$ cat src/rtl/core/odbc_pkg.sv
// Shared types, constants and arctangent table for the omni drive mixer.
`timescale 1ns / 1ps
package odbc_pkg;
    localparam int Q14_ONE = 16384;
    localparam int DIAG_Q14 = 11585;
    localparam logic [7:0] ESCAPE_SPEED = 8'd100;
    localparam logic [15:0] OFFSET_A = 16'd27307;
    localparam logic [15:0] OFFSET_B = 16'd5461;
    localparam logic [15:0] OFFSET_C = 16'd49152;
    localparam logic signed [63:0] GAIN_Q30 = 64'sd652032874;
    localparam int ATAN_ENTRIES = 24;

    typedef enum logic [1:0] {
        MODE_CHASE = 2'd0,
        MODE_LINE1 = 2'd1,
        MODE_LINE2 = 2'd2,
        MODE_LINE3 = 2'd3
    } t_mode;

    typedef enum logic [1:0] {
        REG_LINE_THRESHOLD = 2'd0,
        REG_GOAL_HEADING   = 2'd1,
        REG_MOTOR_POWER    = 2'd2
    } t_reg;

    typedef struct packed {
        logic [9:0] ball_front;
        logic [9:0] ball_front_right;
        logic [9:0] ball_right;
        logic [9:0] ball_back_right;
        logic [9:0] ball_back;
        logic [9:0] ball_back_left;
        logic [9:0] ball_left;
        logic [9:0] ball_front_left;
        logic [8:0] heading;
        logic [9:0] line_one;
        logic [9:0] line_two;
        logic [9:0] line_three;
    } t_in;

    typedef struct packed {
        logic [7:0] wheel_a_speed;
        logic       wheel_a_reverse;
        logic [7:0] wheel_b_speed;
        logic       wheel_b_reverse;
        logic [7:0] wheel_c_speed;
        logic       wheel_c_reverse;
        logic [1:0] drive_mode;
    } t_out;

    // Side data carried beside the CORDIC rows.
    typedef struct packed {
        logic              valid;
        logic [1:0]        mode;
        logic signed [15:0] rot;
        logic [7:0]        power;
    } t_side;

    function automatic logic signed [17:0] atan_bam(input int i);
        logic signed [17:0] t;
        unique case (i)
            0: t = 18'sd8192;  1: t = 18'sd4836;  2: t = 18'sd2555;
            3: t = 18'sd1297;  4: t = 18'sd651;   5: t = 18'sd326;
            6: t = 18'sd163;   7: t = 18'sd81;    8: t = 18'sd41;
            9: t = 18'sd20;    10: t = 18'sd10;   11: t = 18'sd5;
            12: t = 18'sd3;    13: t = 18'sd1;    14: t = 18'sd1;
            default: t = 18'sd0;
        endcase
        return t;
    endfunction
endpackage

$ cat src/rtl/core/odbc_rot_cell.sv
// One rotation CORDIC cell for three wheel sines at once, registered.
`timescale 1ns / 1ps
module odbc_rot_cell
    import odbc_pkg::*;
#(
    parameter int STAGE = 0
) (
    input  logic               i_clk,
    input  logic signed [33:0] i_x [3],
    input  logic signed [33:0] i_y [3],
    input  logic signed [17:0] i_z [3],
    output logic signed [33:0] o_x [3],
    output logic signed [33:0] o_y [3],
    output logic signed [17:0] o_z [3]
);
    logic signed [33:0] r_x [3], r_y [3];
    logic signed [17:0] r_z [3];

    always_ff @(posedge i_clk) begin
        for (int k = 0; k < 3; k++) begin
            if (i_z[k] >= 0) begin
                r_x[k] <= i_x[k] - (i_y[k] >>> STAGE);
                r_y[k] <= i_y[k] + (i_x[k] >>> STAGE);
                r_z[k] <= i_z[k] - atan_bam(STAGE);
            end else begin
                r_x[k] <= i_x[k] + (i_y[k] >>> STAGE);
                r_y[k] <= i_y[k] - (i_x[k] >>> STAGE);
                r_z[k] <= i_z[k] + atan_bam(STAGE);
            end
        end
    end
    assign o_x = r_x;
    assign o_y = r_y;
    assign o_z = r_z;
endmodule

$ cat config.mk
export PLATFORM = sky130hd
export DESIGN_NAME = odbc_rot_cell
export DESIGN_NICKNAME = d
export VERILOG_FILES = /design/src/rtl/core/odbc_pkg.sv /design/src/rtl/core/odbc_rot_cell.sv
export SDC_FILE = /design/constraint.sdc
export NUM_CORES = 1
export LEC_CHECK = 0
export BUFFER_PORTS_ARGS = -buffer_cell sky130_fd_sc_hd__clkbuf_2
export CAP_MARGIN = 0
export CORE_ASPECT_RATIO = 1.25
export CORE_MARGIN = 8
export CORE_UTILIZATION = 51
export CTS_CLUSTER_DIAMETER = 60
export CTS_CLUSTER_SIZE = 16
export DETAILED_ROUTE_END_ITERATION = 8
export PLACE_DENSITY_LB_ADDON = 0.2
export SYNTH_ARGS = -nofsm -noshare
export SYNTH_HDL_FRONTEND = slang
export SYNTH_SLANG_ARGS = --single-unit
$ cat constraint.sdc
create_clock -name i_clk -period 2.5 [get_ports i_clk]
set_input_delay 0.25 -clock i_clk [delete_from_list [all_inputs] [get_ports i_clk]]
set_output_delay 0.25 -clock i_clk [all_outputs]
set_load 0.01 [all_outputs]
==> flow_summary.toml <==
[placed_design]
detailed_place_hpwl_mm = 90.1
place_congestion = 1.03
portBuffers = 516
pre_cts_slack_ns = -0.671
dp.cells = 4772

[drt]
viasPerCell = 5.94
drtPass1Iterations = 6
totalWireLength_mm = 114
antenna_left = 0
post-route-drc-count = 0
drt-wirelength-per-cell_um = 23.2
drtIter0Drc = 2425
num_vias = 29000

[timing]
finalHoldViolCount = 1
drv_slew = 0
max_freq_ghz = 0.334
worstMarginPinSlew_ns = 0.641
slew_headroom_pct = 56.9
holdWs_ns = -0.0568
fin_ws_ns = -0.497
fin_crit_ns = 3.00
setup_violations = 47
rsz0062_at_grt = "yes"
finalCritPeriodShare_pct = 120

[clock_tree]
clk_path_buf_depth = 3
cts_num_sinks = 255
cts_tree = "done"
numCtsBuffers = 30
cts.clk_slew.worst_paths_ns = 0.08
h-tree-depth = 1
cts-root-buf = "clkbuf_16"

[pwr]
combPwrFrac_pct = 46.6
total_power_mw = 18.7
p_sw_mw = 7.52
swShare_pct = 40.2
peakVddDrop_mv = 0.676
leakagePower_nw = 17.2
intPower_mw = 11.2
cellPowerDensity_nw_per_um2 = 546
p_seq_share_pct = 28.8
clockPowerShare_pct = 24.6

[floorplanning]
die_area_um2 = 52100
dieHeight_um = 253
coreArea_um2 = 44800
placementRows = 87
die_w_um = 206
io_pins = 517
start_util_pct = 51.2

[yosys]
synth-seq-cells = 255
synth_top_flop_cell = "dfxtp_1"
synthArstFlopShare_pct = 0
synth_fp_nets = 3574
synth.distinct_cells = 92
synth_warnings = 0
synth-edff-count = 0
syn_area_per_cell_um2 = 7.67
synth_top_area_share_pct = 22.2
ys_seq_area_share_pct = 22.2
yosysMostFrequentCell = "a21oi_1"
yosysTopAreaCell = "dfxtp_1"
synth_cells = 2994
syn-cell-area_um2 = 23000
synth_area_leaders = "dfxtp_1 (22%), ha_1 (17%), a21oi_1 (7.9%), xnor2_1 (6.6%), inv_1 (4.9%)"
yosys-top-cells-count = "a21oi_1 (364), ha_1 (309), inv_1 (299), dfxtp_1 (255), nor2_1 (240)"

[grt]
grt_use_met2_pct = 69.9
grt_pass1_vias = 29500
grt_pass1_wl_mm = 165
grt_usage_pct = 40.2
grt_busiest_layer = "met2"
use_met3_pct = 9.44
antenna_found_initial = 23
grt_overflow_total = 0
use_met1_pct = 40.9
grt_max_degree = 47

[cells_and_area]
post-route-util_pct = 76.5
fin_cells = 4893
drive_above_1_share_pct = 36.1
syn_to_final_growth_pct = 49.4
finalNetCount = 4860
fillers = 3268

[status]
violations = "hold timing, setup timing"
outcome = "finished, violations left"

[critical_path]
crit_path_max_fanout = 8
cp-end-kind = "flop"
cp_data_arrival_time_ns = 3.47
critical_path_required_ns = 2.98
cp_cell_sequence = "dlygate4sd3_1 -> clkbuf_2 -> nor4_4 -> buf_4 -> nand3_1 -> nor4_4 -> buf_4 -> nor2_2 -> inv_2 -> buf_12 -> nand2b_1 -> a221oi_2 -> o21ba_1 -> o21bai_1 -> xnor2_1"
max_stage_delay_ns = 0.54
start_kind = "input pin"
crit_buf_inv = 6
crit_family = "buffers and inverters"
worst-setup-path-type = "input pin to flop"
slowest_stage = "dlygate4sd3_1"

[job]
cap_violations = 0

[hold_path]
min_path_type = "input pin to flop"
==> power groups by stage <==
stage / Clock [mW] / Sequential [mW] / Combinational, mW
final: 4.61 / 5.40 / 8.72
after global routing: 4.75 / 5.43 / 9.23
after CTS: 4.60 / 5.36 / 8.29
after detailed placement: 0 / 5.44 / 8.15
after global placement: 0 / 5.41 / 8.04
after floorplan: 0 / 5.68 / 3.52
==> path summary, 6_finish.rpt <==
kind	startpoint	endpoint	slack, ns	depth (start not counted)
max	i_z[46]	o_x[100]	-0.50	15
min	i_z[45]	o_z[45]	-0.06	1
==> cells in the final DEF (no fill, tap or decap), types with 37 or more instances in the layout <==
| cell | instances |
|---|---|
| nand4_1 | 38 |
| ha_1 | 293 |
| nor3_1 | 68 |
| buf_4 | 815 |
| nand3_1 | 38 |
| inv_1 | 295 |
| nor2b_1 | 37 |
| o21ai_0 | 182 |
| nand2_1 | 130 |
| nor2_1 | 234 |
| a21o_1 | 59 |
| a21oi_1 | 348 |
| o21bai_1 | 81 |
| dlygate4sd3_1 | 45 |
| xnor2_1 | 170 |
| dfxtp_1 | 255 |
| clkbuf_2 | 512 |
==> what timing repair did <==
action,in CTS,in global routing
setup buffers,0,9
gates cloned,0,0
endpoints found under the setup margin,10,98
pin swaps,0,29
endpoints found under the hold margin,48,1
hold buffers,47,1
resized for setup,7,116
==> metal layers <==
| layer | part of all wire, % | vias up |
|---|---|---|
| li1 | - | 13100 |
| met1 | 33 | 13500 |
| met2 | 48 | 1828 |
| met3 | 9.6 | 552 |
| met4 | 9.3 | 6 |
| met5 | 0.039 | - |
==> metrics by stage <==
| step | cell area, µm² | TNS (ns) |
|---|---|---|
| after floorplan | 23100 | -0.0465 |
| after global placement | 32100 | -53.97 |
| after detailed placement | 32100 | -56.09 |
| after CTS | 33700 | 0 |
| after global routing | 34300 | -7.17 |
| final | 34300 | -5.08 |
==> cell type report <==
cell class	instances	area [µm²]	area share (%)
clock inverters	19	221	0.645
well taps	578	723	2.11
multi-input cells	2288	16800	49.0
diodes	14	35.0	0.102
inverters	317	1200	3.50
repair buffers	1388	9410	27.4
clock buffers	34	797	2.32
flip-flops and latches	255	5100	14.9
==> flip-flops by register name, summed over array words and instances, names as in the netlist <==
register	count
o_z	54
o_x	101
o_y	100
==> cell families after synthesis <==
group / share of synthesized area [%]
simple gates: 14.9
buf+inv: 7.66
fa+ha+maj: 17.9
flops: 22.2
compound gates: 28.0
xor+xnor: 7.81
mux: 1.52
Note: power is estimated with default switching activity, not from simulation.
