## config.mk

```make
export PLATFORM = sky130hd
export DESIGN_NAME = odbc_vec_cell
export DESIGN_NICKNAME = d
export VERILOG_FILES = /design/src/rtl/core/odbc_pkg.sv /design/src/rtl/core/odbc_vec_cell.sv
export SDC_FILE = /design/constraint.sdc
export NUM_CORES = 1
export LEC_CHECK = 0
export ABC_AREA = 1
export BUFFER_PORTS_ARGS = -buffer_cell sky130_fd_sc_hd__buf_4
export CORE_MARGIN = 4
export CORE_UTILIZATION = 50
export CTS_BUF_LIST = sky130_fd_sc_hd__clkbuf_4 sky130_fd_sc_hd__clkbuf_8
export CTS_CLUSTER_SIZE = 20
export DETAILED_ROUTE_END_ITERATION = 10
export PLACE_DENSITY = 0.84
export SYNTH_ARGS = -nofsm -noshare
export SYNTH_HDL_FRONTEND = slang
export SYNTH_SLANG_ARGS = --single-unit
```

## constraint.sdc

```tcl
create_clock -name i_clk -period 3.3 [get_ports i_clk]
set_input_delay 0.495 -clock i_clk [delete_from_list [all_inputs] [get_ports i_clk]]
set_output_delay 0.495 -clock i_clk [all_outputs]
set_load 0.02 [all_outputs]
```

## src/rtl/core/odbc_pkg.sv

```systemverilog
// Shared types, constants and arctangent table for the omni drive mixer.
`timescale 1ns / 1ps
package odbc_pkg;
    localparam int Q14_ONE = 16384;
    localparam int DIAG_Q14 = 11585;
    localparam logic [7:0] ESCAPE_SPEED = 8'd100;
    localparam logic [15:0] OFFSET_A = 16'd27307;
    localparam logic [15:0] OFFSET_B = 16'd5461;
    localparam logic [15:0] OFFSET_C = 16'd49152;
    localparam logic signed [63:0] GAIN_Q30 = 64'sd652032874;
    localparam int ATAN_ENTRIES = 24;

    typedef enum logic [1:0] {
        MODE_CHASE = 2'd0,
        MODE_LINE1 = 2'd1,
        MODE_LINE2 = 2'd2,
        MODE_LINE3 = 2'd3
    } t_mode;

    typedef enum logic [1:0] {
        REG_LINE_THRESHOLD = 2'd0,
        REG_GOAL_HEADING   = 2'd1,
        REG_MOTOR_POWER    = 2'd2
    } t_reg;

    typedef struct packed {
        logic [9:0] ball_front;
        logic [9:0] ball_front_right;
        logic [9:0] ball_right;
        logic [9:0] ball_back_right;
        logic [9:0] ball_back;
        logic [9:0] ball_back_left;
        logic [9:0] ball_left;
        logic [9:0] ball_front_left;
        logic [8:0] heading;
        logic [9:0] line_one;
        logic [9:0] line_two;
        logic [9:0] line_three;
    } t_in;

    typedef struct packed {
        logic [7:0] wheel_a_speed;
        logic       wheel_a_reverse;
        logic [7:0] wheel_b_speed;
        logic       wheel_b_reverse;
        logic [7:0] wheel_c_speed;
        logic       wheel_c_reverse;
        logic [1:0] drive_mode;
    } t_out;

    // Side data carried beside the CORDIC rows.
    typedef struct packed {
        logic              valid;
        logic [1:0]        mode;
        logic signed [15:0] rot;
        logic [7:0]        power;
    } t_side;

    function automatic logic signed [17:0] atan_bam(input int i);
        logic signed [17:0] t;
        unique case (i)
            0: t = 18'sd8192;  1: t = 18'sd4836;  2: t = 18'sd2555;
            3: t = 18'sd1297;  4: t = 18'sd651;   5: t = 18'sd326;
            6: t = 18'sd163;   7: t = 18'sd81;    8: t = 18'sd41;
            9: t = 18'sd20;    10: t = 18'sd10;   11: t = 18'sd5;
            12: t = 18'sd3;    13: t = 18'sd1;    14: t = 18'sd1;
            default: t = 18'sd0;
        endcase
        return t;
    endfunction
endpackage

```

## src/rtl/core/odbc_vec_cell.sv

```systemverilog
// One vectoring CORDIC cell: a micro-rotation toward the x axis, registered.
`timescale 1ns / 1ps
module odbc_vec_cell
    import odbc_pkg::*;
#(
    parameter int STAGE = 0
) (
    input  logic               i_clk,
    input  logic signed [39:0] i_x,
    input  logic signed [39:0] i_y,
    input  logic signed [17:0] i_z,
    input  logic               i_on,
    output logic signed [39:0] o_x,
    output logic signed [39:0] o_y,
    output logic signed [17:0] o_z
);
    logic signed [39:0] r_x, r_y;
    logic signed [17:0] r_z;
    logic signed [39:0] n_x, n_y;
    logic signed [17:0] n_z;

    always_comb begin
        n_x = i_x; n_y = i_y; n_z = i_z;
        if (i_on) begin
            if (i_y > 0) begin
                n_x = i_x + (i_y >>> STAGE);
                n_y = i_y - (i_x >>> STAGE);
                n_z = i_z + atan_bam(STAGE);
            end else begin
                n_x = i_x - (i_y >>> STAGE);
                n_y = i_y + (i_x >>> STAGE);
                n_z = i_z - atan_bam(STAGE);
            end
        end
    end

    always_ff @(posedge i_clk) begin
        r_x <= n_x; r_y <= n_y; r_z <= n_z;
    end
    assign o_x = r_x;
    assign o_y = r_y;
    assign o_z = r_z;
endmodule

```

==> reports/summary.log <==
INFO  run_status     outcome=completed
INFO  timing         share_of_the_clock_period_used_by_the_worst_path_after_layout=86.1%
INFO  clock_tree     cts.hold.buffers_added=0
INFO  detailed_routing wl_per_cell=21.1um
INFO  clock_tree     cts.sinks=98
INFO  finish         final_area=14300squm
INFO  clock_tree     clk_path_buf_depth=2
INFO  yosys          synth_top_family_by_area=simple AND/OR/NAND/NOR gates
INFO  yosys          synth_edf_count=0
INFO  finish         antenna_cells=0
INFO  power_and_ir_drop post-layout-total-power=4.90mW
INFO  floorplanning  core_region_area=24300squm
INFO  setup_path     worst_path_largest_cell_delay=0.49ns
INFO  setup_path     timing.critical_path.arrival=3.16ns
INFO  yosys          async_reset_ff_share=0%
INFO  min_path       timing.hold.worst.start=i_z[2]
INFO  yosys          synthesis.nets=2398
INFO  setup_path     path_common_cell=sky130_fd_sc_hd__nand3_1
INFO  setup_path     critical_path.cell_chain=buf_4, inv_1, ha_1, fa_1, nor2_1, nor2_1, nor2_1, nand2_1, nand3_1, nand2_1, nand3_1, nand3_1, nand3_1, nand2_1
INFO  yosys          yosys.area_share.simple=40.6%
INFO  timing         slew-limit-headroom=29.9%
INFO  power_and_ir_drop leakagePower=7.77nW
INFO  yosys          syn-instance-count=2174
INFO  min_path       path_class_of_the_lowest_slack_min_delay_path=in2reg
INFO  job            timing.max_cap.violations=0
INFO  timing         worst_hold_slack=0.174ns
INFO  setup_path     setup.worst_path.end_class=flop
INFO  yosys          yosys_most_used_dff=sky130_fd_sc_hd__dfxtp_1
INFO  clock_tree     ctsResizeCount=0
INFO  setup_path     critPathRequiredTime=3.62ns
INFO  timing         finalMaxSlewViolations=0
INFO  clock_tree     postCtsSetupRepairBufs=0
INFO  floorplanning  die_area=27400squm
INFO  global_route   grt_remaining_overflow=0
INFO  yosys          synth-xor-area-share=3.11%
INFO  floorplanning  row_count=57
INFO  floorplanning  effective_utilization_at_floorplan=50.9%
INFO  power_and_ir_drop vdd_drop_max=0.234mV
INFO  setup_path     timing.critical_path.max_delay_family=simple AND/OR/NAND/NOR gates
INFO  floorplanning  ioPinCount=198
INFO  detailed_routing ant_nets=0
INFO  detailed_routing num_vias=15300
INFO  finish         syn_to_final_growth=15.5%
INFO  setup_path     worst_setup_path_startpoint=i_y[0]
INFO  setup_path     cp-start-kind=primary input
INFO  yosys          yosysTopAreaCellShare=20.7%
INFO  global_route   grt_usage=40.1%
INFO  yosys          count_of_yosys_warnings_during_synthesis=0
INFO  finish         final_layout_size_suffix_gt1_share=14.0%
INFO  detailed_routing finalWirelength=56.3mm
INFO  timing         number_of_endpoints_with_negative_hold_slack_in_the_final_report=0
INFO  clock_tree     htree_num_levels=3
INFO  place          io_buffer_count=197
INFO  yosys          post_synth_main_area_contributors=sky130_fd_sc_hd__nand2_1, sky130_fd_sc_hd__dfxtp_1, sky130_fd_sc_hd__ha_1
INFO  yosys          syn_area=12400squm
INFO  detailed_routing route.detailed.vias_per_inst=5.71
INFO  yosys          syn-mean-instance-area=5.70squm
INFO  place          gp_congestion=1.09
INFO  global_route   grt_pass1_vias=13900
INFO  yosys          synth.lib_cells_used.distinct=40
INFO  timing         timing.fmax=0.352GHz
INFO  yosys          yosys-top-cells-count=sky130_fd_sc_hd__nand2_1, sky130_fd_sc_hd__inv_1, sky130_fd_sc_hd__nor2_1
INFO  finish         num-nets-final=2569
INFO  setup_path     maximum_fanout_along_the_worst_path=4
INFO  yosys          synth_seq_area_share=15.8%
INFO  timing         timing.setup.tns=0ns
INFO  yosys          most_numerous_cell_in_the_yosys_netlist=sky130_fd_sc_hd__nand2_1
INFO  setup_path     cp_num_buf_inv=2
INFO  yosys          synth-compound-area-share=14.7%
INFO  setup_path     worst-setup-path-type=in2reg
INFO  global_route   grt_first_pass_wirelength=82.3mm
INFO  floorplanning  die_h=165um
INFO  clock_tree     tritoncts_clock_tree=built
INFO  global_route   grt_start_max_net_pins=88
INFO  detailed_routing drt-initial-drc-count=2089
INFO  timing         grt_setup_unrepaired=no
INFO  place          postPlaceCellArea=14100squm
INFO  timing         final_period_minus_worst_setup_slack=2.84ns
INFO  floorplanning  die-width=165um
INFO  timing         setup_viol_count_final=0
INFO  clock_tree     clkSlewWorstSetupHoldPaths=0.12ns
INFO  clock_tree     numCtsBuffers=9
INFO  detailed_routing firstDrtPassIters=7
INFO  timing         worst-slew-pin-transition=1.05ns
INFO  setup_path     crit_path_top_delay_cell=sky130_fd_sc_hd__fa_1
INFO  place          place_hpwl=47.1mm
INFO  yosys          number_of_register_bits_inferred_by_synthesis=98
INFO  finish         layout.core_utilization=58.8%
INFO  yosys          post_synth_fa_ha_maj_area_fraction=12.8%
INFO  power_and_ir_drop power.density=343nW/um^2
INFO  clock_tree     cts-root-buf=sky130_fd_sc_hd__clkbuf_8
INFO  yosys          synthMuxAreaShare=0%
INFO  detailed_routing detail_route.drc_violations=0
INFO  global_route   antenna_found_initial=0
INFO  yosys          post-synth-top-area-cell=sky130_fd_sc_hd__nand2_1
## flip-flops by register name, indices dropped and copies added, names as in the netlist
signal,cells
o_x,40
o_y,40
o_z,18
## worst paths after layout
| check | cells past startpoint | slack, ns | endpoint |
|---|---|---|---|
| setup / recovery | 14 | 0.46 | o_y[36] |
| hold / removal | 1 | 0.17 | o_z[2] |
## stage by stage
stage / setup WS (ns) / std cells
4_1_cts: 0.633 / 2674
5_1_grt: 0.313 / 2674
3_3_place_gp: 0.215 / 2658
3_5_place_dp: 0.192 / 2658
6_report: 0.459 / 2674
2_1_floorplan: 0.806 / 2174
## power breakdown
group          total (mW)  leakage, nW  internal (mW)  switching (mW)
registers            1.37        0.827           1.33          0.0398
logic                2.69         6.85          0.870            1.82
clock network       0.851       0.0945          0.313           0.538
## logic make-up after synthesis
kind of cell | count (synthesis)
AOI/OAI and AO/OA | 339
adders and majority gates | 124
and+or+nand+nor | 1187
buffers and inverters | 382
DFF | 98
xor gates and xnor gates | 44
## layout by cell type (no fill, tap or decap), types with 2 or more instances in the layout
cell                         count
sky130_fd_sc_hd__a21oi_1       148
sky130_fd_sc_hd__a31oi_1        16
sky130_fd_sc_hd__nand4_1        25
sky130_fd_sc_hd__o211ai_1        8
sky130_fd_sc_hd__nand2_4         5
sky130_fd_sc_hd__inv_1         302
sky130_fd_sc_hd__buf_4         231
sky130_fd_sc_hd__dfxtp_1        98
sky130_fd_sc_hd__nand2_1       683
sky130_fd_sc_hd__o21ai_1        13
sky130_fd_sc_hd__nor2_1        200
sky130_fd_sc_hd__nand2_2        19
sky130_fd_sc_hd__ha_1          120
sky130_fd_sc_hd__o21a_1          4
sky130_fd_sc_hd__and2_1          6
sky130_fd_sc_hd__clkinvlp_4      2
sky130_fd_sc_hd__o21bai_1       12
sky130_fd_sc_hd__or2_2           3
sky130_fd_sc_hd__a21o_1          2
sky130_fd_sc_hd__clkbuf_8       10
sky130_fd_sc_hd__nor2_4          4
sky130_fd_sc_hd__nor3_2          4
sky130_fd_sc_hd__a21oi_2         4
sky130_fd_sc_hd__xor2_1         43
sky130_fd_sc_hd__nand3_1       186
sky130_fd_sc_hd__fa_1            4
sky130_fd_sc_hd__o21ai_0       121
sky130_fd_sc_hd__nor2_2         32
sky130_fd_sc_hd__inv_2           8
sky130_fd_sc_hd__inv_8           3
sky130_fd_sc_hd__nor4_1          4
sky130_fd_sc_hd__o22ai_1         8
sky130_fd_sc_hd__nor3_1         13
## final cells by class
class | instances | area, sq um
inverter | 310 | 1160
clock buffer | 10 | 138
tap | 324 | 405
clock inverter | 6 | 57.6
sequential | 98 | 1960
fill | 2459 | 10000
multi-input combinational | 1694 | 8830
timing repair buffer | 232 | 1750
## per-layer routing
metal	GRT usage, %	vias up	wire length (um)
met2	60.2	958	23600
li1	-	7220	-
met4	16.3	0	2710
met3	9.38	135	7000
met1	55.3	6960	23000
met5	0	-	0
Power figures use the tool's default switching activity.
